<file path="src/htfd_pkg.sv">
// htfd_pkg: shared types, constants and the crc-8 byte update for the
// humidity / temperature reply decoder. No dependencies.
package htfd_pkg;

  // crc-8 over each word, x^8+x^5+x^4+1, no reflection, no final xor
  localparam logic [7:0] CRC_INIT = 8'hFF;
  localparam logic [7:0] CRC_POLY = 8'h31;

  // conversion scales (hundredths) and the temperature offset
  localparam logic [14:0] TEMP_SCALE  = 15'd17500;
  localparam logic [14:0] HUMID_SCALE = 15'd10000;
  localparam logic signed [15:0] TEMP_OFFSET = 16'sd4500;

  // raw word keeps its upper fourteen bits
  localparam logic [15:0] RAW_MASK = 16'hFFFC;

  // conversion request from the byte front end to the output stage
  typedef struct packed {
    logic        is_temp;   // temperature word (else humidity, ends the reply)
    logic        crc_ok;    // received crc matched the running crc
    logic [30:0] product;   // raw word times its scale
  } conv_req_t;

  // one byte through the crc, msb first
  function automatic logic [7:0] crc8_feed(input logic [7:0] crc, input logic [7:0] b);
    logic [7:0] c;
    c = crc ^ b;
    for (int i = 0; i < 8; i++) begin
      if (c[7]) begin
        c = {c[6:0], 1'b0} ^ CRC_POLY;
      end else begin
        c = {c[6:0], 1'b0};
      end
    end
    return c;
  endfunction

endpackage

</file>
<file path="src/htfd_front.sv">
// htfd_front: byte position tracking, crc accumulation and word capture;
// on each crc byte it registers a scaled conversion request.
// Depends on htfd_pkg.
module htfd_front (
  input  logic               clk,
  input  logic               rst,
  input  logic               in_valid,
  output logic               in_stall,
  input  logic [7:0]         rx_byte,
  input  logic               frame_start,
  input  logic               hold,
  output logic               req_valid,
  output htfd_pkg::conv_req_t req
);
  import htfd_pkg::*;

  typedef enum logic [2:0] {
    POS_TEMP_HI,
    POS_TEMP_LO,
    POS_TEMP_CRC,
    POS_HUMID_HI,
    POS_HUMID_LO,
    POS_HUMID_CRC
  } pos_t;

  pos_t        byte_position;
  pos_t        byte_position_next;
  pos_t        pos_eff;
  logic [7:0]  running_crc;
  logic [7:0]  running_crc_next;
  logic [7:0]  word_high_byte;
  logic [7:0]  word_low_byte;
  logic        load_high;
  logic        load_low;
  logic        crc_byte;
  logic        accept;
  logic [15:0] raw;
  logic [14:0] scale;
  logic [30:0] product_next;

  // a request waiting on a blocked output stalls the whole front end
  assign in_stall = hold;
  assign accept   = in_valid && !hold;

  // a start flag restarts the reply at its first byte
  assign pos_eff = frame_start ? POS_TEMP_HI : byte_position;

  // per-position update
  always_comb begin
    load_high          = 1'b0;
    load_low           = 1'b0;
    crc_byte           = 1'b0;
    running_crc_next   = running_crc;
    byte_position_next = byte_position;
    case (pos_eff)
      POS_TEMP_LO: begin
        running_crc_next   = crc8_feed(running_crc, rx_byte);
        load_low           = 1'b1;
        byte_position_next = POS_TEMP_CRC;
      end
      POS_TEMP_CRC: begin
        running_crc_next   = CRC_INIT;
        crc_byte           = 1'b1;
        byte_position_next = POS_HUMID_HI;
      end
      POS_HUMID_HI: begin
        running_crc_next   = crc8_feed(CRC_INIT, rx_byte);
        load_high          = 1'b1;
        byte_position_next = POS_HUMID_LO;
      end
      POS_HUMID_LO: begin
        running_crc_next   = crc8_feed(running_crc, rx_byte);
        load_low           = 1'b1;
        byte_position_next = POS_HUMID_CRC;
      end
      POS_HUMID_CRC: begin
        running_crc_next   = CRC_INIT;
        crc_byte           = 1'b1;
        byte_position_next = POS_TEMP_HI;
      end
      default: begin
        // first byte, also any position past the reply
        running_crc_next   = crc8_feed(CRC_INIT, rx_byte);
        load_high          = 1'b1;
        byte_position_next = POS_TEMP_LO;
      end
    endcase
  end

  // scaled raw word, the single multiplier of the block
  assign raw          = {word_high_byte, word_low_byte} & RAW_MASK;
  assign scale        = (pos_eff == POS_TEMP_CRC) ? TEMP_SCALE : HUMID_SCALE;
  assign product_next = {15'd0, raw} * {16'd0, scale};

  // reply state
  always_ff @(posedge clk) begin
    if (rst) begin
      byte_position  <= POS_TEMP_HI;
      running_crc    <= CRC_INIT;
      word_high_byte <= 8'd0;
      word_low_byte  <= 8'd0;
      req_valid      <= 1'b0;
    end else begin
      if (accept) begin
        byte_position <= byte_position_next;
        running_crc   <= running_crc_next;
        if (load_high) begin
          word_high_byte <= rx_byte;
        end
        if (load_low) begin
          word_low_byte <= rx_byte;
        end
      end
      if (!hold) begin
        req_valid <= accept && crc_byte;
      end
    end
  end

  // request payload
  always_ff @(posedge clk) begin
    if (accept && crc_byte) begin
      req.is_temp <= (pos_eff == POS_TEMP_CRC);
      req.crc_ok  <= (running_crc == rx_byte);
      req.product <= product_next;
    end
  end

endmodule

</file>
<file path="src/humidity_temp_frame_decoder_unit.sv">
// humidity_temp_frame_decoder_unit: top level of the reply decoder; divides
// the scaled words by 65535, keeps the last good values, drives the result.
// Depends on htfd_pkg and htfd_front.
//
//  channel | handshake            | payload
//  --------+----------------------+------------------------------------------
//  in      | in_valid / in_stall  | rx_byte, frame_start
//  out     | out_valid / out_stall| temp_centi, humid_centi, temp_crc_ok,
//          |                      | humid_crc_ok
//
// one byte request per cycle while in_stall is low; after the sixth byte the crc
// check and multiply are registered, then the divide by 65535 feeds the output register.
// synchronous reset clears the position, crc, held values and valid bits.
// in_stall rises only while a humidity request waits behind a stalled,
// full output register; until then bytes keep flowing.
module humidity_temp_frame_decoder_unit (
  input  logic               clk,
  input  logic               rst,
  input  logic               in_valid,
  output logic               in_stall,
  input  logic [7:0]         rx_byte,
  input  logic               frame_start,
  output logic               out_valid,
  input  logic               out_stall,
  output logic signed [14:0] temp_centi,
  output logic [13:0]        humid_centi,
  output logic               temp_crc_ok,
  output logic               humid_crc_ok
);
  import htfd_pkg::*;

  conv_req_t          req;
  logic               req_valid;
  logic               hold;
  logic               drain;
  logic [31:0]        div_sum;
  logic [15:0]        quot;
  logic signed [15:0] temp_wide;
  logic signed [14:0] temp_q;
  logic [13:0]        humid_q;
  logic signed [14:0] held_temperature;
  logic [13:0]        held_humidity;
  logic               temp_ok_flag;

  htfd_front u_front (
    .clk        (clk),
    .rst        (rst),
    .in_valid   (in_valid),
    .in_stall   (in_stall),
    .rx_byte    (rx_byte),
    .frame_start(frame_start),
    .hold       (hold),
    .req_valid  (req_valid),
    .req        (req)
  );

  // only a reply-ending request waits for the output register
  assign hold  = req_valid && !req.is_temp && out_valid && out_stall;
  assign drain = req_valid && !hold;

  // floor(p / 65535) = (p + (p >> 16) + 1) >> 16 while the quotient is below 2^16
  assign div_sum   = {1'b0, req.product} + {17'd0, req.product[30:16]} + 32'd1;
  assign quot      = div_sum[31:16];
  assign temp_wide = $signed({1'b0, quot[14:0]}) - TEMP_OFFSET;
  assign temp_q    = temp_wide[14:0];
  assign humid_q   = quot[13:0];

  // held values and result valid
  always_ff @(posedge clk) begin
    if (rst) begin
      held_temperature <= '0;
      held_humidity    <= '0;
      temp_ok_flag     <= 1'b0;
      out_valid        <= 1'b0;
    end else begin
      if (drain && !req.is_temp) begin
        out_valid <= 1'b1;
      end else if (out_valid && !out_stall) begin
        out_valid <= 1'b0;
      end
      if (drain) begin
        if (req.is_temp) begin
          temp_ok_flag <= req.crc_ok;
          if (req.crc_ok) begin
            held_temperature <= temp_q;
          end
        end else begin
          if (req.crc_ok) begin
            held_humidity <= humid_q;
          end
        end
      end
    end
  end

  // result payload
  always_ff @(posedge clk) begin
    if (drain && !req.is_temp) begin
      temp_centi   <= held_temperature;
      humid_centi  <= req.crc_ok ? humid_q : held_humidity;
      temp_crc_ok  <= temp_ok_flag;
      humid_crc_ok <= req.crc_ok;
    end
  end

endmodule

</file>
<file path="config.mk">
export PLATFORM = sky130hd
export DESIGN_NAME = humidity_temp_frame_decoder_unit
export DESIGN_NICKNAME = d
export VERILOG_FILES = /design/src/htfd_pkg.sv /design/src/htfd_front.sv /design/src/humidity_temp_frame_decoder_unit.sv
export SDC_FILE = /design/constraint.sdc
export NUM_CORES = 1
export LEC_CHECK = 0
export ABC_AREA = 0
export BUFFER_PORTS_ARGS = -buffer_cell sky130_fd_sc_hd__buf_2
export CAP_MARGIN = 20
export CORE_MARGIN = 1
export CORE_UTILIZATION = 55
export CTS_CLUSTER_SIZE = 10
export DETAILED_ROUTE_END_ITERATION = 6
export GPL_ROUTABILITY_DRIVEN = 0
export PLACE_DENSITY = 0.73
export SLEW_MARGIN = 20
export SYNTH_ARGS = -nofsm -noshare
export SYNTH_HDL_FRONTEND = slang
export SYNTH_SLANG_ARGS = --single-unit
export TNS_END_PERCENT = 5
</file>
<file path="constraint.sdc">
create_clock -name clk -period 15.5 [get_ports clk]
set_input_delay 0 -clock clk [delete_from_list [all_inputs] [get_ports clk]]
set_output_delay 0 -clock clk [all_outputs]
set_load 0.01 [all_outputs]
</file>
==> impl.org <==
** Floorplan
- Vert. Die Dim :: approximately 130 microns
- Total Die Area :: ~0.018 sq mm
- The floorplan has between 40 and 50 rows.
- The initial utilization of the core area, before any placement, comes to 0.5621.
- Measured along the x axis, the die boundary spans 134.7 microns.
- During I/O placement, the number of pins put on the boundary was 46.
- Placeable Area :: between 0.015 and 0.02 sq mm

** Timing
- Setup repair after global routing left no endpoint under its margin.
- Worst-case setup margin in the final layout :: 8.736 ns
- Number of pins exceeding their max-slew limit in the final report :: 0
- Post-route setup TNS :: 0 ns
- The tightest hold path in the finished design has a slack of 0.1853 ns.
- Dividing the final minimum period by the clock period gives 0.4364.
- Hold Violations, Final :: 0
- Number of failing setup endpoints in the final timing report :: 0
- Skew final :: around 0.0086 ns
- Least-Margin Pin Slew :: 0.8962 ns
- Time the worst path needs with I/O delays and setup :: 6.764 ns
- Relative slew slack :: 0.4026
- Static timing analysis puts the maximum clock frequency at around 0.15 GHz.

** CTS
- The root buffer cell chosen for the clock tree is clkbuf_16.
- Post-CTS Resized :: 0
- The clock drives ~120 sinks.
- Clock latency on the worst-skew pair, taken at its later pin, is roughly 0.43 ns.
- In this run the number of H-tree levels came out at 4.
- The number of setup buffers added after CTS is 0.
- TritonCTS built the clock tree.
- Clock slew at reported path FFs :: around 0.060 ns
- Buffers inserted during clock tree synthesis total 17.
- Number of buffers on the longest clock path :: 2

** Outcome
- Result of the run :: complete, no violations

** Critical path
- Kind of cell adding the most delay to the critical path :: adder cells
- The largest single stage delay on the critical path is ~0.56 ns.
- The critical path contains buffers and inverters numbering 5 combined.
- The worst register-to-register path ends at u_front.req[24].
- Critical-path maximum fanout :: 18
- STA classifies the critical path endpoint as a flip-flop.
- STA puts the critical path data arrival time at approximately 7.0 ns.
- STA puts the critical path data required time at 15.70 ns.
- The setup check on the worst reg-to-reg path leaves a slack of 8.74 ns.
- Number of cells on the worst reg-to-reg path :: 21
- The worst setup path is of the flip-flop to flip-flop kind.
- Crit path max-delay cell type :: nand2b_1
- The startpoint identified for the worst register-to-register timing path is u_front.byte_position[0].
- Critical-path cell list :: nand2b_1 > nand2b_1 > inv_1 > nor2_1 > ha_1 > fa_1 > inv_1 > fa_1 > inv_1 > fa_1 > fa_1 > inv_1 > fa_1 > inv_1 > ha_1 > and3_1 > o31ai_1 > nand2_1 > a21oi_1 > o21ai_0 > o311ai_0
- Crit start category :: flip-flop

** Place
- Port buffering added 45 buffers.
- Prior to clock tree synthesis, the placed netlist has a worst setup slack of roughly 8.8 ns.
- The wire-length estimate of the detail-placed layout is approximately 16000 microns.

** Min path
- Counting instances, the worst hold path has a depth of 2.
- Launch instance of the worst min-delay path :: rst
- Worst min-delay path class :: primary input to flip-flop
- For hold timing, the worst endpoint is u_front.word_high_byte[1].

** Synthesis
- Most used standard cells in the synthesized netlist :: inv_1 (129), ha_1 (128), nand2_1 (83)
- Ys flop type :: edfxtp_1
- The mapped netlist covers just under 0.01 sq mm.
- Fraction of post-synthesis cell area in the top cell type by area :: 0.1860
- In the synthesized netlist the async set-or-reset flop fraction comes to 0.
- Number of warnings printed during yosys synthesis :: 0
- Seq/Total Area, Yosys :: 0.3037
- Post-synth cell types :: 63
- The largest total area in the synthesized netlist belongs to edfxtp_1.
- Sorting the synthesized cells by area gives the leading types as edfxtp_1 (19%), ha_1 (17%), fa_1 (15%).
- A synthesized cell averages about 9.8 sq um.
- Counting every instance in the synthesized netlist gives ~990.
- Counting flops and latches in the post-synthesis netlist gives about 120.
- Number of synthesized flops with an enable pin :: 60
- Yosys instantiated no cell more often than inv_1.

** Pwr
- Switching power total :: approximately 320 uW
- Clk pwr share :: 0.385
- Overall power consumption after layout is estimated at 1.028 mW.
- Design internal power :: roughly 700 uW
- Of the total power, the share spent switching nets is 0.3109.
- Of the total power, registers draw 0.338.
- Power density over cell area :: around 95 mW/mm^2
- Of the total power, combinational logic draws 0.277.
- Static leakage :: 5.155 nW
- VDD IR-drop max :: ~78 uV

** Drt
- Number of DRC violations after detailed routing :: 0
- After detailed routing, the average wire length per cell comes to between 15 and 20 microns.
- The detailed router placed a little over 7k vias in this run.
- In this run, the number of DRC markers left after iteration 0 of detailed routing was 400.
- Number of iterations in the first detailed-routing pass :: 5
- In this run the remaining antenna-violating nets after routing total 0.
- Wire length reported by the detailed router :: ~20000 microns
- Vias/cell :: approximately 5.5

** Global routing
- The first global-routing pass estimated between 30000 and 40000 microns of wire.
- For this run the aggregate overflow at the end of global routing stands at 0.
- The initial antenna violation count was 0.
- The number of global-route vias before repair was 6724.
- For this run, the total global-route usage over all layers was measured as 0.2337.
- Entering global routing, the biggest net connects 48 pins.

** Finish
- Layout cells sized above 1 :: 0.09867
- In the final design database the tool counted approximately 1.3k nets.
- The number of antenna diodes in the final layout is 0.
- Area added between synthesis and finish :: 11.98%
- After filler insertion, the fill cell instance count of the layout stands at approximately 1.4k.

** Run
- Across the run, the number of max-cap violations was 0.
-- per-layer routing --
| layer | track usage | share of wire | vias to the layer above |
|---|---|---|---|
| met2 | 0.3829 | 0.48 | 181 |
| met5 | 0 | 0 | - |
| li1 | - | - | 3470 |
| met4 | 0.07553 | 0.016 | 0 |
| met1 | 0.3177 | 0.45 | 3400 |
| met3 | 0.03604 | 0.045 | 24 |
-- sequential cells by signal, indices dropped and copies added (netlist names) --
signal,count
temp_centi,15
humid_centi,14
u_front.word_low_byte,6
u_front.running_crc,8
temp_ok_flag,1
u_front.req_valid,1
u_front.req,29
u_front.byte_position,3
temp_crc_ok,1
held_temperature,15
u_front.word_high_byte,8
held_humidity,14
humid_crc_ok,1
out_valid,1
-- per-stage QoR --
step           instances  instance area [sq um]  utilization
4_1_cts             1278                  10840       0.6286
5_1_grt             1279                  10850       0.6295
6_report            1279                  10850       0.6295
3_3_place_gp        1236                  10130       0.5878
3_5_place_dp        1236                  10130       0.5878
2_1_floorplan        997                   9731            -
-- cell type report --
| type | count | area [sq um] | area share |
|---|---|---|---|
| multi-input combinational | 716 | 6171 | 0.5687 |
| clock inverter | 11 | 111.4 | 0.01026 |
| sequential | 117 | 2943 | 0.2712 |
| timing repair buffer | 59 | 362.8 | 0.03344 |
| tap | 225 | 281.5 | 0.02595 |
| inverter | 130 | 488.0 | 0.04497 |
| clock buffer | 21 | 493.0 | 0.04543 |
-- logic make-up after synthesis --
kind of cell	share of synthesized area
AOI/OAI and AO/OA	0.1202
muxes	0.01033
DFF	0.3037
xor gates and xnor gates	0.07205
buffers and inverters	0.06366
and+or+nand+nor	0.1131
other	0.0007751
adders and majority gates	0.3161
-- how the worst max path moves through the flow --
stage                             start              end  slack [ns]  cells past startpoint
2_1_floorplan  u_front.byte_position[0]  u_front.req[30]        9.51                     25
3_3_place_gp   u_front.byte_position[0]  u_front.req[24]        8.94                     22
3_5_place_dp   u_front.byte_position[0]  u_front.req[24]        8.82                     21
4_1_cts        u_front.byte_position[0]  u_front.req[24]        8.79                     21
5_1_grt        u_front.byte_position[0]  u_front.req[30]        8.25                     22
6_report       u_front.byte_position[0]  u_front.req[24]        8.74                     21
-- power by group through the flow --
stage	Sequential (mW)	Combinational, mW	Clock, mW
detailed placement	0.354	0.282	0
global placement	0.353	0.278	0
CTS	0.347	0.288	0.401
global route	0.348	0.324	0.412
floorplan	0.350	0.222	0
finish	0.347	0.285	0.396
-- layout by cell type (no fill, tap or decap), types with 4 or more instances in the layout --
| cell | Yosys | final |
|---|---|---|
| nand4_1 | 7 | 7 |
| or3_1 | 4 | 4 |
| ha_1 | 128 | 128 |
| nand2b_1 | 7 | 7 |
| xor2_1 | 16 | 16 |
| nand2_1 | 83 | 83 |
| a211oi_1 | 12 | 12 |
| buf_2 | 1 | 45 |
| a221oi_1 | 4 | 4 |
| dfxtp_1 | 57 | 57 |
| nor3_1 | 15 | 15 |
| a21oi_1 | 74 | 74 |
| xnor2_1 | 60 | 60 |
| fa_1 | 73 | 73 |
| nand3_1 | 22 | 22 |
| inv_1 | 129 | 129 |
| o21ai_0 | 21 | 21 |
| clkbuf_16 | 0 | 19 |
| and3_1 | 8 | 8 |
| a311oi_1 | 4 | 4 |
| nor2_1 | 58 | 58 |
| conb_1 | 2 | 13 |
| mux2i_1 | 10 | 10 |
| dlygate4sd3_1 | 0 | 10 |
| edfxtp_1 | 60 | 60 |
| a31oi_1 | 8 | 8 |
| a21o_1 | 10 | 10 |
| and2_1 | 10 | 10 |
| o211ai_1 | 4 | 4 |
| o21ai_1 | 6 | 6 |
| clkinv_4 | 0 | 4 |
| or2_2 | 7 | 7 |
-- what timing repair did --
| action | in CTS | in global routing |
|---|---|---|
| endpoints found under the hold margin | 18 | 0 |
| hold buffers | 10 | 0 |
| endpoints found under the setup margin | 0 | 0 |
(Power assumes the default switching activity.)
